==> src/rtl/rde_pkg.sv <==
// Shared constants for the ring deque engine: field widths, operation and status codes.
package rde_pkg;

  localparam int DEPTH_DEF = 16;

  localparam int OP_W     = 3;
  localparam int VALUE_W  = 32;
  localparam int STATUS_W = 2;

  localparam logic [OP_W-1:0] OP_INS_FRONT = 3'd0;
  localparam logic [OP_W-1:0] OP_INS_REAR  = 3'd1;
  localparam logic [OP_W-1:0] OP_DEL_FRONT = 3'd2;
  localparam logic [OP_W-1:0] OP_DEL_REAR  = 3'd3;
  localparam logic [OP_W-1:0] OP_DISPLAY   = 3'd4;

  localparam logic [STATUS_W-1:0] ST_OK    = 2'd0;
  localparam logic [STATUS_W-1:0] ST_FULL  = 2'd1;
  localparam logic [STATUS_W-1:0] ST_EMPTY = 2'd2;

endpackage

==> src/rtl/rde_if.sv <==
// Valid/ready channel interfaces for the ring deque engine request and result streams.
interface rde_in_if;
  logic                               valid;
  logic                               ready;
  logic        [rde_pkg::OP_W-1:0]    operation;
  logic signed [rde_pkg::VALUE_W-1:0] item_value;

  modport source (output valid, output operation, output item_value, input ready);
  modport sink   (input valid, input operation, input item_value, output ready);
endinterface

interface rde_out_if;
  logic                                valid;
  logic                                ready;
  logic        [rde_pkg::STATUS_W-1:0] status;
  logic signed [rde_pkg::VALUE_W-1:0]  data_value;
  logic                                last_of_run;

  modport source (output valid, output status, output data_value, output last_of_run,
                  input ready);
  modport sink   (input valid, input status, input data_value, input last_of_run,
                  output ready);
endinterface

==> src/rtl/rde_ram.sv <==
// Generic simple dual-port RAM, one write port and one registered read port.
module rde_ram #(
  parameter int WIDTH = 32,
  parameter int DEPTH = 16
) (
  input  logic                                  clk,
  input  logic                                  we,
  input  logic [((DEPTH > 1) ? $clog2(DEPTH) : 1)-1:0] waddr,
  input  logic [WIDTH-1:0]                      wdata,
  input  logic                                  re,
  input  logic [((DEPTH > 1) ? $clog2(DEPTH) : 1)-1:0] raddr,
  output logic [WIDTH-1:0]                      rdata
);

  logic [WIDTH-1:0] mem [DEPTH];

  always_ff @(posedge clk) begin
    if (we) begin
      mem[waddr] <= wdata;
    end
    if (re) begin
      rdata <= mem[raddr];
    end
  end

endmodule

==> src/rtl/ring_deque_engine.sv <==
// Ring deque engine: bounded double-ended queue of signed 32-bit items held in one RAM.
//
// Requests arrive on in_ch (valid/ready), one operation per transfer: insert front,
// insert rear, delete front, delete rear or display. Results leave on out_ch from an
// output register; last_of_run marks the final result of each request. Codes 5 to 7
// are dropped without a result.
// Inserts write the RAM in the cycle of the transfer and the result is registered at once
// when the output register is free (else it waits in S_HOLD), so inserts and status-only
// results can run back to back. Deletes read the RAM through its registered read port and
// load the value into the output register from S_READ. Display walks the ring from a
// first RAM read issued at the transfer, one entry per cycle while results are taken.
// One request is in flight at a time; in_ch.ready is high only when idle, so RAM
// accesses never overlap and no forwarding is needed.
// A stalled receiver holds the output register and freezes the walk or the pending
// result until the transfer happens; nothing is dropped.
// Reset clears front pointer, count and the control state; RAM contents are not cleared
// and are read only after being written.
module ring_deque_engine #(
  parameter int DEPTH = rde_pkg::DEPTH_DEF
) (
  input  logic        clk,
  input  logic        rst_n,
  rde_in_if.sink      in_ch,
  rde_out_if.source   out_ch
);

  import rde_pkg::*;

  localparam int AW = (DEPTH > 1) ? $clog2(DEPTH) : 1;
  localparam int CW = $clog2(DEPTH + 1);
  localparam int SW = $clog2(2 * DEPTH);

  localparam logic [CW-1:0] FULL_CNT = CW'(DEPTH);
  localparam logic [AW-1:0] LAST_POS = AW'(DEPTH - 1);

  typedef enum logic [1:0] {
    S_IDLE,
    S_HOLD,
    S_READ,
    S_WALK
  } state_t;

  // (base + off) mod DEPTH, with off <= DEPTH
  function automatic logic [AW-1:0] pos_add(logic [AW-1:0] base, logic [CW-1:0] off);
    logic [SW-1:0] s;
    s = SW'(base) + SW'(off);
    if (s >= SW'(DEPTH)) begin
      s = s - SW'(DEPTH);
    end
    return s[AW-1:0];
  endfunction

  state_t                state_r, state_nxt;
  logic [AW-1:0]         front_r, front_nxt;
  logic [CW-1:0]         count_r, count_nxt;
  logic [STATUS_W-1:0]   pend_status_r, pend_status_nxt;
  logic [AW-1:0]         walk_pos_r, walk_pos_nxt;
  logic [CW-1:0]         walk_left_r, walk_left_nxt;
  logic                  out_valid_r, out_valid_nxt;
  logic [STATUS_W-1:0]   out_status_r, out_status_nxt;
  logic [VALUE_W-1:0]    out_data_r, out_data_nxt;
  logic                  out_last_r, out_last_nxt;

  logic                  acc;
  logic                  out_free;
  logic                  single;
  logic [STATUS_W-1:0]   res_status;
  logic [AW-1:0]         front_m1;

  logic                  ram_we;
  logic [AW-1:0]         ram_waddr;
  logic [VALUE_W-1:0]    ram_wdata;
  logic                  ram_re;
  logic [AW-1:0]         ram_raddr;
  logic [VALUE_W-1:0]    ram_rdata;

  rde_ram #(
    .WIDTH (VALUE_W),
    .DEPTH (DEPTH)
  ) u_store (
    .clk   (clk),
    .we    (ram_we),
    .waddr (ram_waddr),
    .wdata (ram_wdata),
    .re    (ram_re),
    .raddr (ram_raddr),
    .rdata (ram_rdata)
  );

  assign in_ch.ready        = (state_r == S_IDLE);
  assign acc                = in_ch.valid && in_ch.ready;
  assign out_free           = !out_valid_r || out_ch.ready;
  assign front_m1           = (front_r == '0) ? LAST_POS : front_r - AW'(1);
  assign ram_wdata          = in_ch.item_value;

  assign out_ch.valid       = out_valid_r;
  assign out_ch.status      = out_status_r;
  assign out_ch.data_value  = out_data_r;
  assign out_ch.last_of_run = out_last_r;

  always_comb begin
    state_nxt       = state_r;
    front_nxt       = front_r;
    count_nxt       = count_r;
    pend_status_nxt = pend_status_r;
    walk_pos_nxt    = walk_pos_r;
    walk_left_nxt   = walk_left_r;
    out_valid_nxt   = out_valid_r && !out_ch.ready;
    out_status_nxt  = out_status_r;
    out_data_nxt    = out_data_r;
    out_last_nxt    = out_last_r;
    single          = 1'b0;
    res_status      = ST_OK;
    ram_we          = 1'b0;
    ram_waddr       = front_r;
    ram_re          = 1'b0;
    ram_raddr       = front_r;

    unique case (state_r)
      S_IDLE: begin
        if (acc) begin
          unique case (in_ch.operation)
            OP_INS_FRONT: begin
              single = 1'b1;
              if (count_r == FULL_CNT) begin
                res_status = ST_FULL;
              end else begin
                ram_we    = 1'b1;
                ram_waddr = front_m1;
                front_nxt = front_m1;
                count_nxt = count_r + CW'(1);
              end
            end
            OP_INS_REAR: begin
              single = 1'b1;
              if (count_r == FULL_CNT) begin
                res_status = ST_FULL;
              end else begin
                ram_we    = 1'b1;
                ram_waddr = pos_add(front_r, count_r);
                count_nxt = count_r + CW'(1);
              end
            end
            OP_DEL_FRONT: begin
              if (count_r == '0) begin
                single     = 1'b1;
                res_status = ST_EMPTY;
              end else begin
                ram_re    = 1'b1;
                ram_raddr = front_r;
                front_nxt = pos_add(front_r, CW'(1));
                count_nxt = count_r - CW'(1);
                state_nxt = S_READ;
              end
            end
            OP_DEL_REAR: begin
              if (count_r == '0) begin
                single     = 1'b1;
                res_status = ST_EMPTY;
              end else begin
                ram_re    = 1'b1;
                ram_raddr = pos_add(front_r, count_r - CW'(1));
                count_nxt = count_r - CW'(1);
                state_nxt = S_READ;
              end
            end
            OP_DISPLAY: begin
              if (count_r == '0) begin
                single     = 1'b1;
                res_status = ST_EMPTY;
              end else begin
                ram_re        = 1'b1;
                ram_raddr     = front_r;
                walk_pos_nxt  = pos_add(front_r, CW'(1));
                walk_left_nxt = count_r;
                state_nxt     = S_WALK;
              end
            end
            default: ;
          endcase

          // status-only results go straight out if the register is free
          if (single) begin
            if (out_free) begin
              out_valid_nxt  = 1'b1;
              out_status_nxt = res_status;
              out_data_nxt   = '0;
              out_last_nxt   = 1'b1;
            end else begin
              pend_status_nxt = res_status;
              state_nxt       = S_HOLD;
            end
          end
        end
      end

      S_HOLD: begin
        if (out_free) begin
          out_valid_nxt  = 1'b1;
          out_status_nxt = pend_status_r;
          out_data_nxt   = '0;
          out_last_nxt   = 1'b1;
          state_nxt      = S_IDLE;
        end
      end

      S_READ: begin
        // read data stays put until the next read, so a stall just waits
        if (out_free) begin
          out_valid_nxt  = 1'b1;
          out_status_nxt = ST_OK;
          out_data_nxt   = ram_rdata;
          out_last_nxt   = 1'b1;
          state_nxt      = S_IDLE;
        end
      end

      S_WALK: begin
        if (out_free) begin
          out_valid_nxt  = 1'b1;
          out_status_nxt = ST_OK;
          out_data_nxt   = ram_rdata;
          out_last_nxt   = (walk_left_r == CW'(1));
          if (walk_left_r == CW'(1)) begin
            state_nxt = S_IDLE;
          end else begin
            ram_re        = 1'b1;
            ram_raddr     = walk_pos_r;
            walk_pos_nxt  = pos_add(walk_pos_r, CW'(1));
            walk_left_nxt = walk_left_r - CW'(1);
          end
        end
      end

      default: state_nxt = S_IDLE;
    endcase
  end

  always_ff @(posedge clk) begin
    if (!rst_n) begin
      state_r     <= S_IDLE;
      front_r     <= '0;
      count_r     <= '0;
      out_valid_r <= 1'b0;
    end else begin
      state_r     <= state_nxt;
      front_r     <= front_nxt;
      count_r     <= count_nxt;
      out_valid_r <= out_valid_nxt;
    end
    pend_status_r <= pend_status_nxt;
    walk_pos_r    <= walk_pos_nxt;
    walk_left_r   <= walk_left_nxt;
    out_status_r  <= out_status_nxt;
    out_data_r    <= out_data_nxt;
    out_last_r    <= out_last_nxt;
  end

endmodule
==> src/flat_wrapper.sv <==
// flat-port wrapper written by rule: the top's interface ports become plain ports
module ring_deque_engine_flat import rde_pkg::*;
#(
  parameter int DEPTH = rde_pkg::DEPTH_DEF
)
  (clk, rst_n, in_ch_valid, in_ch_operation, in_ch_item_value, in_ch_ready, out_ch_valid, out_ch_status, out_ch_data_value, out_ch_last_of_run, out_ch_ready);
  rde_in_if in_ch_i ();
  rde_out_if out_ch_i ();
  input  logic clk;
  input  logic rst_n;
  input wire logic [$bits(in_ch_i.valid)-1:0] in_ch_valid;
  input wire logic [$bits(in_ch_i.operation)-1:0] in_ch_operation;
  input wire logic [$bits(in_ch_i.item_value)-1:0] in_ch_item_value;
  output wire logic [$bits(in_ch_i.ready)-1:0] in_ch_ready;
  output wire logic [$bits(out_ch_i.valid)-1:0] out_ch_valid;
  output wire logic [$bits(out_ch_i.status)-1:0] out_ch_status;
  output wire logic [$bits(out_ch_i.data_value)-1:0] out_ch_data_value;
  output wire logic [$bits(out_ch_i.last_of_run)-1:0] out_ch_last_of_run;
  input wire logic [$bits(out_ch_i.ready)-1:0] out_ch_ready;
  assign in_ch_i.valid = in_ch_valid;
  assign in_ch_i.operation = in_ch_operation;
  assign in_ch_i.item_value = in_ch_item_value;
  assign in_ch_ready = in_ch_i.ready;
  assign out_ch_valid = out_ch_i.valid;
  assign out_ch_status = out_ch_i.status;
  assign out_ch_data_value = out_ch_i.data_value;
  assign out_ch_last_of_run = out_ch_i.last_of_run;
  assign out_ch_i.ready = out_ch_ready;
  ring_deque_engine #(.DEPTH(DEPTH)) u_core (.clk(clk), .rst_n(rst_n), .in_ch(in_ch_i), .out_ch(out_ch_i));
endmodule
==> config.mk <==
export PLATFORM = sky130hd
export DESIGN_NAME = ring_deque_engine_flat
export DESIGN_NICKNAME = d
export VERILOG_FILES = /design/src/rtl/rde_pkg.sv /design/src/rtl/rde_if.sv /design/src/rtl/rde_ram.sv /design/src/rtl/ring_deque_engine.sv /design/src/flat_wrapper.sv
export SDC_FILE = /design/constraint.sdc
export NUM_CORES = 1
export LEC_CHECK = 0
export BUFFER_PORTS_ARGS = -buffer_cell sky130_fd_sc_hd__buf_4
export CORE_MARGIN = 2
export CORE_UTILIZATION = 58
export CTS_BUF_LIST = sky130_fd_sc_hd__clkbuf_2 sky130_fd_sc_hd__clkbuf_4 sky130_fd_sc_hd__clkbuf_8
export CTS_CLUSTER_SIZE = 25
export DETAILED_ROUTE_END_ITERATION = 16
export PLACE_DENSITY_LB_ADDON = 0.1
export RECOVER_POWER = 100
export SYNTH_ARGS = -nofsm -noshare
export SYNTH_HDL_FRONTEND = slang
export SYNTH_SLANG_ARGS = --single-unit
==> constraint.sdc <==
create_clock -name clk -period 3.3 [get_ports clk]
set_input_delay 0.165 -clock clk [delete_from_list [all_inputs] [get_ports clk]]
set_output_delay 0.165 -clock clk [all_outputs]
set_load 0.005 [all_outputs]
Word-level counts from Yosys, hierarchy flattened
Memories as Yosys holds them, arrays and structs flattened. A register that Yosys moved wholly into a read port is not among the register bits.
Index checks and enable logic that the tools add are counted.
{"block": "word_totals", "romBits": 0, "elab_cells": 157, "reg_bits": 58, "latchBits": 0, "in_bits": 39, "ram_bits": 512, "mem_count": 1, "out_inout_bits": 37}
{"memory": "u_core.u_store.mem", "words": 16, "word_bits": 32, "read_ports": 1, "rd_ports_with_merged_regs": 1, "write_ports": 1, "line_no": "rde_ram.sv:15", "rtl": "logic [WIDTH-1:0] mem [DEPTH];"}
{"block": "op_classes", "div_mod_pow": 0, "n_bitwise": 1, "eq_ne": 23, "add_sub_neg": 12, "mux": 80, "shifts": 0, "n_lt_le_gt_ge": 4, "n_reduce_logical": 26, "multipliers": 0}
{"operator": "$mux W32", "n": 4}
{"operator": "$pmux W32 S3", "n": 1}
{"operator": "$mux W4", "n": 19}
{"operator": "$mux W5", "n": 7}
{"operator": "$pmux W4 S2", "n": 4}
{"operator": "$mux W2", "n": 13}
{"operator": "$mux W1", "n": 22}
{"operator": "$ge A5 B5 Y1 const B", "n": 4}
{"operator": "$pmux W5 S2", "n": 2}
{"operator": "$sub A4 B1 Y4 const B", "n": 5}
{"operator": "$ne A2 B2 Y1 const B", "n": 9}
{"operator": "$pmux W2 S3", "n": 2}
{"operator": "$reduce_and A4 Y1", "n": 3}
{"operator": "$add A4 B1 Y5 const B", "n": 2}
{"operator": "$add A4 B5 Y5", "n": 2}
{"operator": "$ne A2 B1 Y1 const B", "n": 5}
{"operator": "$reduce_and A5 Y1", "n": 2}
{"operator": "$sub A5 B1 Y5 const B", "n": 2}
{"operator": "$pmux W2 S2", "n": 2}
{"operator": "$reduce_or A2 Y1", "n": 4}
{"operator": "$eq A3 B2 Y1 const B", "n": 2}
{"operator": "$pmux W1 S2", "n": 3}
{"operator": "$reduce_and A3 Y1", "n": 2}
{"operator": "$reduce_and A6 Y1", "n": 1}
{"operator": "other kinds (18)", "n": 24}

Depth between registers and ports, before layout
Gate-level depths: netlist of run 1.
{"block": "logic_depth", "ltp_word": 8, "mapped_depth": 13, "ltp_nobuf": 11}

By module
From an unflattened synthesis of run 1, not the netlist that was laid out.
{"block": "hier_totals", "hier_cells": 1163, "hier_area_um2": 23492.5}
{"module": "rde_ram", "cells_each": 838, "instances": 1, "seq_area_each_um2": 16335.7, "area_per_inst_um2": 20174.3}
{"module": "ring_deque_engine", "cells_each": 325, "instances": 1, "seq_area_each_um2": 1621.6, "area_per_inst_um2": 3318.2}

Worst setup path before layout of run 1
No wires, ideal clock.
{"block": "synth_timing", "kind": "flip-flop to flip-flop", "from": "register u_core.count_r[0]", "to": "memory u_core.u_store.mem[11][0], enable pin", "path_stages_with_launch": 11, "setup_time_ns": 0.421, "required_time_ns": 2.879, "slack_ns": -0.319, "path_buffers": 1, "synth_period_minus_slack_ns": 3.619, "arrival_ns": 3.198, "cell_sequence": "dfxtp_1 -> inv_1 -> ha_1 -> nand4bb_1 -> clkbuf_1 -> nor2_1 -> a211oi_1 -> a21oi_1 -> nor4_1 -> nand2_1 -> nor2_1"}
{"block": "synth_via", "elab_chain_cells": 7, "word_cells_on_any_way": 16, "classes_between": "add/sub: 2; order compare: 1; eq/ne: 1; mux: 12"}
{"element": "start: declaration", "line_no": "ring_deque_engine.sv:55", "rtl": "logic [CW-1:0] count_r, count_nxt;"}
{"element": "start signal: assignment", "line_no": "ring_deque_engine.sv:248", "rtl": "count_r <= count_nxt;"}
{"element": "$add A4 B5 Y5 / $eq A5 B5 Y1 (equally long branches)", "line_no": "ring_deque_engine.sv:46, ring_deque_engine.sv:125, ring_deque_engine.sv:136"}
{"element": "$sub A4 B1 Y4 (tied with other cells)", "line_no": "ring_deque_engine.sv:48", "rtl": "s = s - SW'(DEPTH);"}
{"element": "$mux W4 / $mux W1 (equally long branches)"}
{"element": "$mux W4 / $mux W1 (equally long branches)", "line_no": "ring_deque_engine.sv:136, ring_deque_engine.sv:121"}
{"element": "$pmux W4 S2 / $mux W1 (equally long branches)", "line_no": "ring_deque_engine.sv:122, ring_deque_engine.sv:119"}
{"element": "$mux W4 / $mux W1 (equally long branches)", "line_no": "ring_deque_engine.sv:121, rde_ram.sv:18"}
{"element": "$mux W4 / $mux W1 (equally long branches)", "line_no": "ring_deque_engine.sv:119, rde_ram.sv:19"}
{"element": "end: declaration", "line_no": "rde_ram.sv:15"}
Parallel ways exist; a longest one is shown, timed or not.

Worst setup path in the final report of run 1
{"block": "layout_timing", "from": "register u_core.walk_left_r[1]", "to": "register u_core.u_store.rdata[29] (read register of u_core.u_store.mem) (data pin)"}
{"block": "layout_via", "elab_chain_cells": 4, "word_cells_on_any_way": 7, "classes_between": "eq/ne: 1; mux: 6"}
{"element": "start: declaration", "line_no": "ring_deque_engine.sv:58", "rtl": "logic [CW-1:0] walk_left_r, walk_left_nxt;"}
{"element": "start signal: assignment", "line_no": "ring_deque_engine.sv:253", "rtl": "walk_left_r <= walk_left_nxt;"}
{"element": "$eq A5 B1 Y1 *", "line_no": "ring_deque_engine.sv:224", "rtl": "if (walk_left_r == CW'(1)) begin"}
{"element": "$mux W4 / $mux W1 (equally long branches)", "line_no": "ring_deque_engine.sv:224"}
{"element": "$mux W4 / $mux W1 (equally long branches)", "line_no": "ring_deque_engine.sv:219", "rtl": "if (out_free) begin"}
{"element": "$pmux W4 S2 / $pmux W1 S2 (equally long branches)", "line_no": "ring_deque_engine.sv:119", "rtl": "unique case (state_r)"}
{"element": "end: declaration", "line_no": "rde_ram.sv:12", "rtl": "output logic [WIDTH-1:0] rdata"}
Mark *: on every way between the ends. The rest lies on a longest branch, timed or not.
A chain may end at the register's enable or synchronous reset.

==> impl_metrics.py, run 1 <==
metrics = {
    "worst_setup_path": {
        "cpMaxStageDelayCell": "or4b_4",
        "path_class": "flop to flop",
        "cp_cell_sequence": "inv_2 > ha_4 > or4b_4 > nand3_4 > o32ai_4 > a311oi_4 > buf_12 > buf_12 > buf_12 > clkbuf_16 > mux4_2 > a22oi_2 > nand2_1",
        "crit_family": "simple AND/OR/NAND/NOR gates",
        "start_kind": "flop",
        "crit_path_end_kind": "flop",
        "path_common_cell": "buf_12",
        "crit_start": "u_core.walk_left_r[1]",
        "r2r_start": "u_core.walk_left_r[1]",
        "crit_fanout": 6,
        "critPathBufInv": 5,
        "crit_required_ps": 3680,
        "crit_path_max_incr_delay_ps": 510,
        "crit_arrival_ps": 3650,
    },
    "route": {
        "vias": 12400,
        "drcViolationCount": 0,
        "wl_per_cell_um": 26.2,
        "via_per_inst": 6.11,
        "drtPass1Iterations": 5,
        "ant_nets": 0,
        "routed_wirelength_um": 52900,
        "drt_iter0_drc": 1149,
    },
    "logic_synthesis": {
        "synth-edff-count": 590,
        "synthFlopType": "edfxtp_1",
        "synthArstFlopShare": 0,
        "synth_nets": 1244,
        "synth.area.top_cells": "edfxtp_1 74%, mux4_2 11%, a22oi_1 2.0%, mux4_1 1.8%, dfxtp_1 1.0%",
        "yosysMostFrequentCell": "edfxtp_1",
        "synth_warnings": 0,
        "netlist_instances": 1184,
        "yosysTopAreaCell": "edfxtp_1",
        "synthTopCellsByCount": "590 x edfxtp_1, 112 x mux4_2, 65 x a22oi_1",
        "seq_area_frac_synth": 0.751,
        "synth_area_mm2": 0.0239,
        "synth_seq_cells": 602,
        "ys_types": 64,
        "yosysTopAreaCellShare": 0.741,
        "avgSynthCellArea_um2": 20.2,
    },
    "clock_network": {
        "cts_made_buffers": 93,
        "cts_tree": "yes",
        "numClockSinks": 602,
        "path_clk_slew_ps": 60,
        "cts.path.max_buffers": 3,
        "htree_levels": 3,
        "clkLatencyLatePin_ps": 660,
        "root_buffer": "clkbuf_8",
    },
    "layout": {
        "final.fill_count": 2691,
        "register_area_mm2": 0.0180,
        "n_antenna_cell": 0,
        "multiInputGateArea_mm2": 0.00567,
        "fin_area_mm2": 0.0281,
        "flow.area_growth_from_synthesis_pct": 17.5,
        "post-route-util": 0.689,
        "final_nets": 1477,
        "layout-drive-gt1-share": 0.301,
    },
    "hold_path": {
        "min-delay-start": "out_ch_ready",
        "hp-class": "input pin to flop",
    },
    "die": {
        "core_area_mm2": 0.0407,
        "die_x_um": 207,
        "die_area_mm2": 0.0429,
        "rows": 74,
        "num_io_pins": 76,
        "die_height_um": 207,
        "start_util": 0.587,
    },
    "sta": {
        "fin_worst_skew_ps": 29.9,
        "final-setup-viol-count": 0,
        "tightest_slew_ps": 1380,
        "period_share": 0.990,
        "hold-worst-slack_ps": 107,
        "slew_headroom": 0.0783,
        "final-hold-violation-count": 0,
        "setup_ws_ps": 31.7,
        "drv_slew": 0,
        "rsz0062_at_grt": "true",
        "fmax_mhz": 306,
        "period_needed_ps": 3270,
    },
    "global_route": {
        "grt_start_max_net_pins": 44,
        "grt_pass1_vias": 12300,
        "gr-total-overflow": 0,
        "grt.total_usage": 0.244,
        "grt_pass1_wl_um": 77100,
        "antenna_found_initial": 1,
    },
    "placed_design": {
        "dp_hpwl_um": 27000,
        "gp_congestion": 0.830,
        "placed_cell_area_mm2": 0.0258,
        "dpl_worst_slack_ps": -52.6,
        "port_buffers": 75,
    },
    "power": {
        "leakage_uw": 0.00939,
        "p_per_area_mw_per_mm2": 581,
        "irDropWorstVdd_v": 0.000348,
        "total_power_uw": 16300,
    },
    "job": {
        "max-cap-violations": 0,
    },
    "outcome": {
        "run_status": "complete, no violations",
    },
}
worst register-to-register path: stages (launching register included):
cell,delay (ps)
edfxtp_1,410
inv_2,100
ha_4,120
or4b_4,510
nand3_4,120
o32ai_4,110
a311oi_4,310
buf_12,160
buf_12,150
buf_12,130
clkbuf_16,150
mux4_2,500
a22oi_2,170
nand2_1,80
routing by layer:
layer	track usage	share of wire
met4	0.0874	0.022
met5	0	0.00021
met1	0.349	0.41
met2	0.380	0.49
met3	0.0522	0.077
what timing repair did:
item,CTS,global route
pin swaps,0,7
setup endpoints to repair,14,32
hold buffers,36,0
endpoints found under the hold margin,523,0
gates cloned,0,9
gates resized for setup,1,54
buffers inserted,0,10
cells by family after synthesis:
kind of cell | count (synthesis) | synth area share
AOI/OAI and AO/OA | 144 | 0.0435
adders and majority gates | 21 | 0.0116
DFF | 602 | 0.751
and+or+nand+nor | 185 | 0.0384
buffers and inverters | 80 | 0.0230
muxes | 132 | 0.125
xor gates and xnor gates | 20 | 0.00733
final timing paths:
path / end / slack, ps / cells past startpoint
max: u_core.u_store.rdata[29] / 30 / 13
min: u_core.out_ch.last_of_run / 110 / 4
max reg2reg: u_core.u_store.rdata[29] / 30 / 13
min reg2reg: u_core.out_ch.data_value[3] / 540 / 1
cell usage in the layout (no fill, tap or decap), drive strengths merged, types with 20 or more instances in the layout:
cell,instances
dlygate4sd3,36
clkinv,40
nand2,60
inv,20
edfxtp,590
mux4,128
nor2,49
clkbuf,214
a21oi,26
nor2b,34
a22oi,65
buf,66
metrics by stage:
| stage | setup TNS, ps | cells |
|---|---|---|
| after detailed placement | -120 | 1799 |
| final | 0 | 2021 |
| after global placement | 0 | 1799 |
| after CTS | 0 | 2002 |
| after global routing | -756 | 2021 |
| after floorplan | -121210 | 1184 |
where the power goes:
part           leakage [µW]  switching (µW)  internal (µW)  total (µW)
Combinational       0.00299             865            729        1590
Sequential          0.00544            39.8           8570        8610
Clock              0.000965            2840           3290        6130
Total               0.00939            3740          12600       16300
state kept, by name (all words and copies together) (netlist names):
signal / flops
u_core.count_r: 5
u_core.front_r: 4
u_core.out_ch.data_value: 32
u_core.out_ch.last_of_run: 1
u_core.out_ch.status: 2
u_core.out_ch.valid: 1
u_core.pend_status_r: 2
u_core.state_r: 2
u_core.u_store.mem: 512
u_core.u_store.rdata: 32
u_core.walk_left_r: 5
u_core.walk_pos_r: 4
final cells by class:
type | count | area share
multi-input cells | 502 | 0.202
clock buffers | 113 | 0.0511
well taps | 532 | 0.0237
repair buffers | 203 | 0.0679
inverters | 15 | 0.00200
clock inverters | 54 | 0.0143
flip-flops and latches | 602 | 0.639
Note: power is estimated with default switching activity, not from simulation.
==> run 2: changes to the inputs <==
--- a/config.mk
+++ b/config.mk
@@ -13,6 +13,7 @@
 export DETAILED_ROUTE_END_ITERATION = 16
 export PLACE_DENSITY_LB_ADDON = 0.1
 export RECOVER_POWER = 100
+export REMOVE_ABC_BUFFERS = 1
 export SYNTH_ARGS = -nofsm -noshare
 export SYNTH_HDL_FRONTEND = slang
 export SYNTH_SLANG_ARGS = --single-unit
==> run 2 against run 1 <==
Critical path depth down 1. Wire length grew 0.94%. Register-to-register slack improved by 30 ps. Global-route usage up 0.53 points. Flip-flop and latch count did not move. Non-clock buffer count is 18 higher.
==> impl_metrics.py, run 2 (synthesis results as in run 1) <==
metrics = {
    "outcome": {
        "run_status": "complete, no violations",
    },
    "worst_setup_path": {
        "cp.depth": 12,
        "crit_required_ps": 3700,
        "worst-r2r-cell-count": 12,
        "cpMaxStageDelayCell": "mux4_1",
        "crit_family": "simple AND/OR/NAND/NOR gates",
        "cp_cell_sequence": "inv_2 > ha_1 > or4b_4 > nand3_2 > o32ai_2 > a311oi_4 > buf_6 > buf_6 > buf_12 > mux4_1 > a22oi_1 > nand2_1",
        "r2r_start": "u_core.walk_left_r[1]",
        "crit_path_max_incr_delay_ps": 560,
        "start_kind": "flop",
        "path_common_cell": "buf_6",
        "crit_arrival_ps": 3640,
        "crit_path_end_kind": "flop",
        "path_class": "flop to flop",
        "crit_fanout": 9,
        "crit_start": "u_core.walk_left_r[1]",
        "critPathBufInv": 4,
    },
    "die": {
        "start_util": 0.587,
        "die_area_mm2": 0.0429,
        "core_area_mm2": 0.0407,
        "rows": 74,
        "die_height_um": 207,
        "die_x_um": 207,
        "num_io_pins": 76,
    },
    "sta": {
        "final-hold-violation-count": 0,
        "drv_slew": 0,
        "rsz0062_at_grt": "true",
        "period_share": 0.982,
        "fin_worst_skew_ps": 18.8,
        "tightest_slew_ps": 1080,
        "fmax_mhz": 309,
        "final-setup-viol-count": 0,
        "hold-worst-slack_ps": 75.9,
        "slew_headroom": 0.279,
        "period_needed_ps": 3240,
    },
    "layout": {
        "register_area_mm2": 0.0180,
        "final_nets": 1495,
        "n_antenna_cell": 0,
        "final_cell_mix": "590 x edfxtp_1, 117 x mux4_2, 97 x clkbuf_8",
        "flow.area_growth_from_synthesis_pct": 17.8,
        "largest_reg_flops": 512,
        "largest_register": "u_core.u_store.mem",
        "final.fill_count": 2649,
        "fin_area_mm2": 0.0282,
        "layout-drive-gt1-share": 0.303,
        "final_common_cell": "edfxtp_1",
        "multiInputGateArea_mm2": 0.00562,
    },
    "clock_network": {
        "numClockSinks": 602,
        "path_clk_slew_ps": 60,
        "cts_made_buffers": 93,
        "cts_tree": "yes",
        "clkLatencyLatePin_ps": 660,
        "htree_levels": 3,
        "cts.path.max_buffers": 3,
        "root_buffer": "clkbuf_8",
    },
    "power": {
        "irDropWorstVdd_v": 0.000371,
        "p_per_area_mw_per_mm2": 577,
        "leakage_uw": 0.00946,
        "total_power_uw": 16200,
    },
    "route": {
        "drtPass1Iterations": 5,
        "drt_iter0_drc": 1404,
        "via_per_inst": 6.13,
        "wl_per_cell_um": 26.3,
        "vias": 12400,
        "ant_nets": 0,
        "routed_wirelength_um": 53400,
        "drcViolationCount": 0,
    },
    "global_route": {
        "grt.total_usage": 0.250,
        "gr-total-overflow": 0,
        "grt_pass1_wl_um": 78900,
        "grt_pass1_vias": 12500,
        "antenna_found_initial": 0,
        "grt_start_max_net_pins": 32,
    },
    "hold_path": {
        "hold_depth": 4,
        "min-delay-start": "out_ch_ready",
        "hp-class": "input pin to flop",
    },
    "placed_design": {
        "dp_hpwl_um": 28600,
        "gp_congestion": 0.845,
        "placed_cell_area_mm2": 0.0260,
        "port_buffers": 75,
    },
    "job": {
        "max-cap-violations": 0,
    },
}
-- run 2: changes by cell type in the layout (fill, tap and decap cells not counted), sizes merged --
cell	delta
bufinv	-2
buf	+24
clkbuf	+3
clkinvlp	-2
clkinv	-14
-- run 2: layout make-up --
| class | instances | share of cell area |
|---|---|---|
| clock buffers | 122 | 0.0541 |
| clock inverters | 36 | 0.00911 |
| inverters | 15 | 0.00200 |
| multi-input cells | 502 | 0.199 |
| flip-flops and latches | 602 | 0.638 |
| well taps | 532 | 0.0236 |
| repair buffers | 221 | 0.0739 |
-- run 2: power breakdown --
part | switching, µW | internal [µW] | total (µW)
registers | 40.3 | 8570 | 8610
logic | 870 | 755 | 1630
clock network | 2760 | 3230 | 6000
-- run 2: worst paths after layout --
check / endpoint / slack [ps]
worst max-delay path: u_core.u_store.rdata[11] / 60
worst min-delay path: u_core.out_ch.last_of_run / 80
worst max register to register: u_core.u_store.rdata[11] / 60
worst min register to register: u_core.out_ch.data_value[3] / 540
-- run 2: routing by layer --
| metal | vias to the layer above | GRT usage | share of wire |
|---|---|---|---|
| met5 | - | 0 | 0 |
| met4 | 0 | 0.0660 | 0.015 |
| met3 | 68 | 0.0517 | 0.070 |
| met2 | 502 | 0.394 | 0.49 |
| met1 | 6501 | 0.363 | 0.43 |
| li1 | 5370 | - | - |
-- run 2: timing repair --
item | in CTS | in global routing
setup endpoints to repair | 17 | 32
pin swaps | 1 | 5
hold buffers | 36 | 0
buffers inserted | 4 | 5
cloned | 5 | 3
gates resized for setup | 13 | 49
endpoints found under the hold margin | 523 | 0
-- run 2: through the flow --
step / setup WS [ps] / instances / setup TNS, ps / util
floorplan: -5990 / 1119 / -322870 / -
global placement: 14.9 / 1819 / 0 / 0.637
detailed placement: -47.2 / 1819 / -275 / 0.637
CTS: 3.95 / 2022 / 0 / 0.695
global route: -30.0 / 2030 / -334 / 0.691
finish: 60.3 / 2030 / 0 / 0.691
-- run 2: worst reg2reg max path, stage by stage (launching register included) --
cell      delay, ps
edfxtp_1        400
inv_2            80
ha_1            130
or4b_4          500
nand3_2         120
o32ai_2         100
a311oi_4        280
buf_6           180
buf_6           190
buf_12          170
mux4_1          570
a22oi_1         210
nand2_1          80
==> run 3: changes to the inputs <==
--- a/config.mk
+++ b/config.mk
@@ -6,8 +6,10 @@
 export NUM_CORES = 1
 export LEC_CHECK = 0
 export BUFFER_PORTS_ARGS = -buffer_cell sky130_fd_sc_hd__buf_4
+export CELL_PAD_IN_SITES_DETAIL_PLACEMENT = 1
+export CELL_PAD_IN_SITES_GLOBAL_PLACEMENT = 2
 export CORE_MARGIN = 2
-export CORE_UTILIZATION = 58
+export CORE_UTILIZATION = 46
 export CTS_BUF_LIST = sky130_fd_sc_hd__clkbuf_2 sky130_fd_sc_hd__clkbuf_4 sky130_fd_sc_hd__clkbuf_8
 export CTS_CLUSTER_SIZE = 25
 export DETAILED_ROUTE_END_ITERATION = 16
==> run 3 against run 2 <==
Total power increased by 4.7%. Count of clock-buffer cells in the layout increased by 9. Global-route usage decreased by 1.8 points. Clock power increased by 11%. Flip-flop and latch count unchanged. Critical path type unchanged. Largest cell class unchanged. Largest power group unchanged. Highest routed layer unchanged.
==> impl_metrics.py, run 3 (synthesis results as in run 1) <==
metrics = {
    "route": {
        "drcViolationCount": 0,
        "ant_nets": 0,
        "vias": 12700,
        "routed_wirelength_um": 62400,
        "wl_per_cell_um": 28.0,
        "drt_iter0_drc": 1033,
        "drtPass1Iterations": 7,
        "via_per_inst": 5.70,
    },
    "layout": {
        "post-route-util": 0.564,
        "largest_register": "u_core.u_store.mem",
        "flow.area_growth_from_synthesis_pct": 21.0,
        "finalNonFillerCells": 2230,
        "final_common_cell": "edfxtp_1",
        "largest_reg_flops": 512,
        "final.fill_count": 4615,
        "final_nets": 1527,
        "layout-drive-gt1-share": 0.318,
        "final_cell_mix": "590 x edfxtp_1, 116 x mux4_2, 101 x clkbuf_8",
    },
    "global_route": {
        "gr-total-overflow": 0,
        "grt_pass1_wl_um": 89100,
        "grt_pass1_vias": 13400,
        "grt.total_usage": 0.232,
        "antenna_found_initial": 2,
        "grt_start_max_net_pins": 33,
    },
    "hold_path": {
        "hp-class": "input pin to flop",
    },
    "worst_setup_path": {
        "crit_path_end_kind": "flop",
        "crit_path_max_incr_delay_ps": 520,
        "start_kind": "flop",
        "crit_arrival_ps": 3650,
        "crit_required_ps": 3720,
        "crit_fanout": 8,
        "cpMaxStageDelayCell": "mux4_2",
        "cp_cell_sequence": "inv_2 > ha_4 > or4b_4 > nand3_4 > o32ai_4 > a311oi_4 > buf_6 > buf_8 > buf_4 > mux4_2 > a22oi_1 > nand2_1",
        "path_class": "flop to flop",
        "critPathBufInv": 4,
        "crit_family": "buffers and inverters",
    },
    "sta": {
        "final-hold-violation-count": 0,
        "setup_ws_ps": 69.7,
        "final-setup-viol-count": 0,
        "hold-worst-slack_ps": 67.8,
        "fmax_mhz": 310,
        "drv_slew": 0,
        "period_share": 0.979,
        "slew_headroom": 0.0326,
        "fin_worst_skew_ps": 27.1,
        "period_needed_ps": 3230,
        "setup-tns-final_ps": 0,
        "tightest_slew_ps": 1450,
    },
    "die": {
        "die_x_um": 232,
        "rows": 83,
        "start_util": 0.466,
        "die_area_mm2": 0.0538,
        "num_io_pins": 76,
        "core_area_mm2": 0.0513,
        "die_height_um": 232,
    },
    "placed_design": {
        "port_buffers": 75,
        "dp_hpwl_um": 34800,
        "dpl.cell_count": 1986,
        "gp_congestion": 0.774,
        "dpl_worst_slack_ps": -70.7,
    },
    "power": {
        "swShare": 0.231,
        "power_switching_uw": 3920,
        "leakage_uw": 0.00974,
        "p_per_area_mw_per_mm2": 588,
        "irDropWorstVdd_v": 0.000330,
        "p_seq_frac": 0.507,
        "p_clk_frac": 0.393,
        "p_comb_frac": 0.100,
        "p_int_uw": 13100,
    },
    "job": {
        "max-cap-violations": 0,
    },
    "clock_network": {
        "root_buffer": "clkbuf_8",
        "cts_made_buffers": 98,
        "cts.path.max_buffers": 3,
        "htree_levels": 3,
        "cts_tree": "yes",
        "clkLatencyLatePin_ps": 690,
        "path_clk_slew_ps": 60,
        "numClockSinks": 602,
    },
    "outcome": {
        "run_status": "complete, no violations",
    },
}
-- run 3: cell count changes in the layout (fill, tap and decap cells not counted), moves of 4 or more --
cell | previous run | this run
buf_12 | 21 | 17
nor2_1 | 45 | 33
clkbuf_8 | 97 | 101
a22oi_2 | 29 | 14
bufinv_16 | 3 | 7
clkinv_2 | 6 | 11
a22oi_1 | 36 | 51
clkbuf_16 | 3 | 9
clkbuf_4 | 62 | 69
nor2_4 | 2 | 14
buf_4 | 44 | 63
buf_8 | 2 | 6
clkinv_1 | 20 | 28
-- run 3: path summary, 6_finish.rpt --
check                      startpoint                      endpoint  slack (ps)  cells after the start
max             u_core.walk_left_r[1]      u_core.u_store.rdata[12]          70                     12
min                      out_ch_ready     u_core.out_ch.last_of_run          70                      4
max reg2reg     u_core.walk_left_r[1]      u_core.u_store.rdata[12]          70                     12
min reg2reg  u_core.u_store.rdata[14]  u_core.out_ch.data_value[14]         540                      1
-- run 3: cell type report --
cell class	count	area, µm²	share of cell area
multi-input cells	502	5680	0.196
diodes	2	5.00	0.000173
clock inverters	50	412	0.0142
repair buffers	248	2340	0.0810
inverters	15	56.3	0.00195
well taps	680	851	0.0294
flip-flops and latches	602	18000	0.621
clock buffers	131	1620	0.0559
-- run 3: repair_timing --
item	4_1_cts	5_1_grt
gates resized for setup	9	39
hold buffers	36	0
buffers inserted	1	12
pin swaps	1	5
setup endpoints to repair	16	31
hold endpoints to repair	523	0
cloned	2	11
-- run 3: power groups by stage --
stage / Combinational (µW) / Sequential, µW / Clock (µW)
floorplan: 908 / 8780 / 0
global placement: 1540 / 8770 / 0
detailed placement: 1560 / 8770 / 0
CTS: 1640 / 8610 / 6830
global route: 1840 / 8620 / 7140
finish: 1710 / 8610 / 6680
-- run 3: metrics by stage --
stage	instance area (µm²)	total power (µW)
3_5_place_dp	26300	10300
6_report	28900	17000
4_1_cts	28800	17100
5_1_grt	28900	17600
3_3_place_gp	26300	10300
2_1_floorplan	23400	9690
-- run 3: routing by layer --
layer	GRT usage	up-vias	wire, µm
met5	0	-	0
met3	0.0468	77	3410
met2	0.380	376	31000
li1	-	5466	-
met4	0.0679	0	1020
met1	0.316	6781	27000
-- run 3: worst reg2reg max path: stages (launching register included) --
cell and delay [ps]:
edfxtp_1 400, inv_2 100, ha_4 120, or4b_4 490, nand3_4 120, o32ai_4 90, a311oi_4 220, buf_6 210
buf_8 240, buf_4 210, mux4_2 520, a22oi_1 190, nand2_1 80
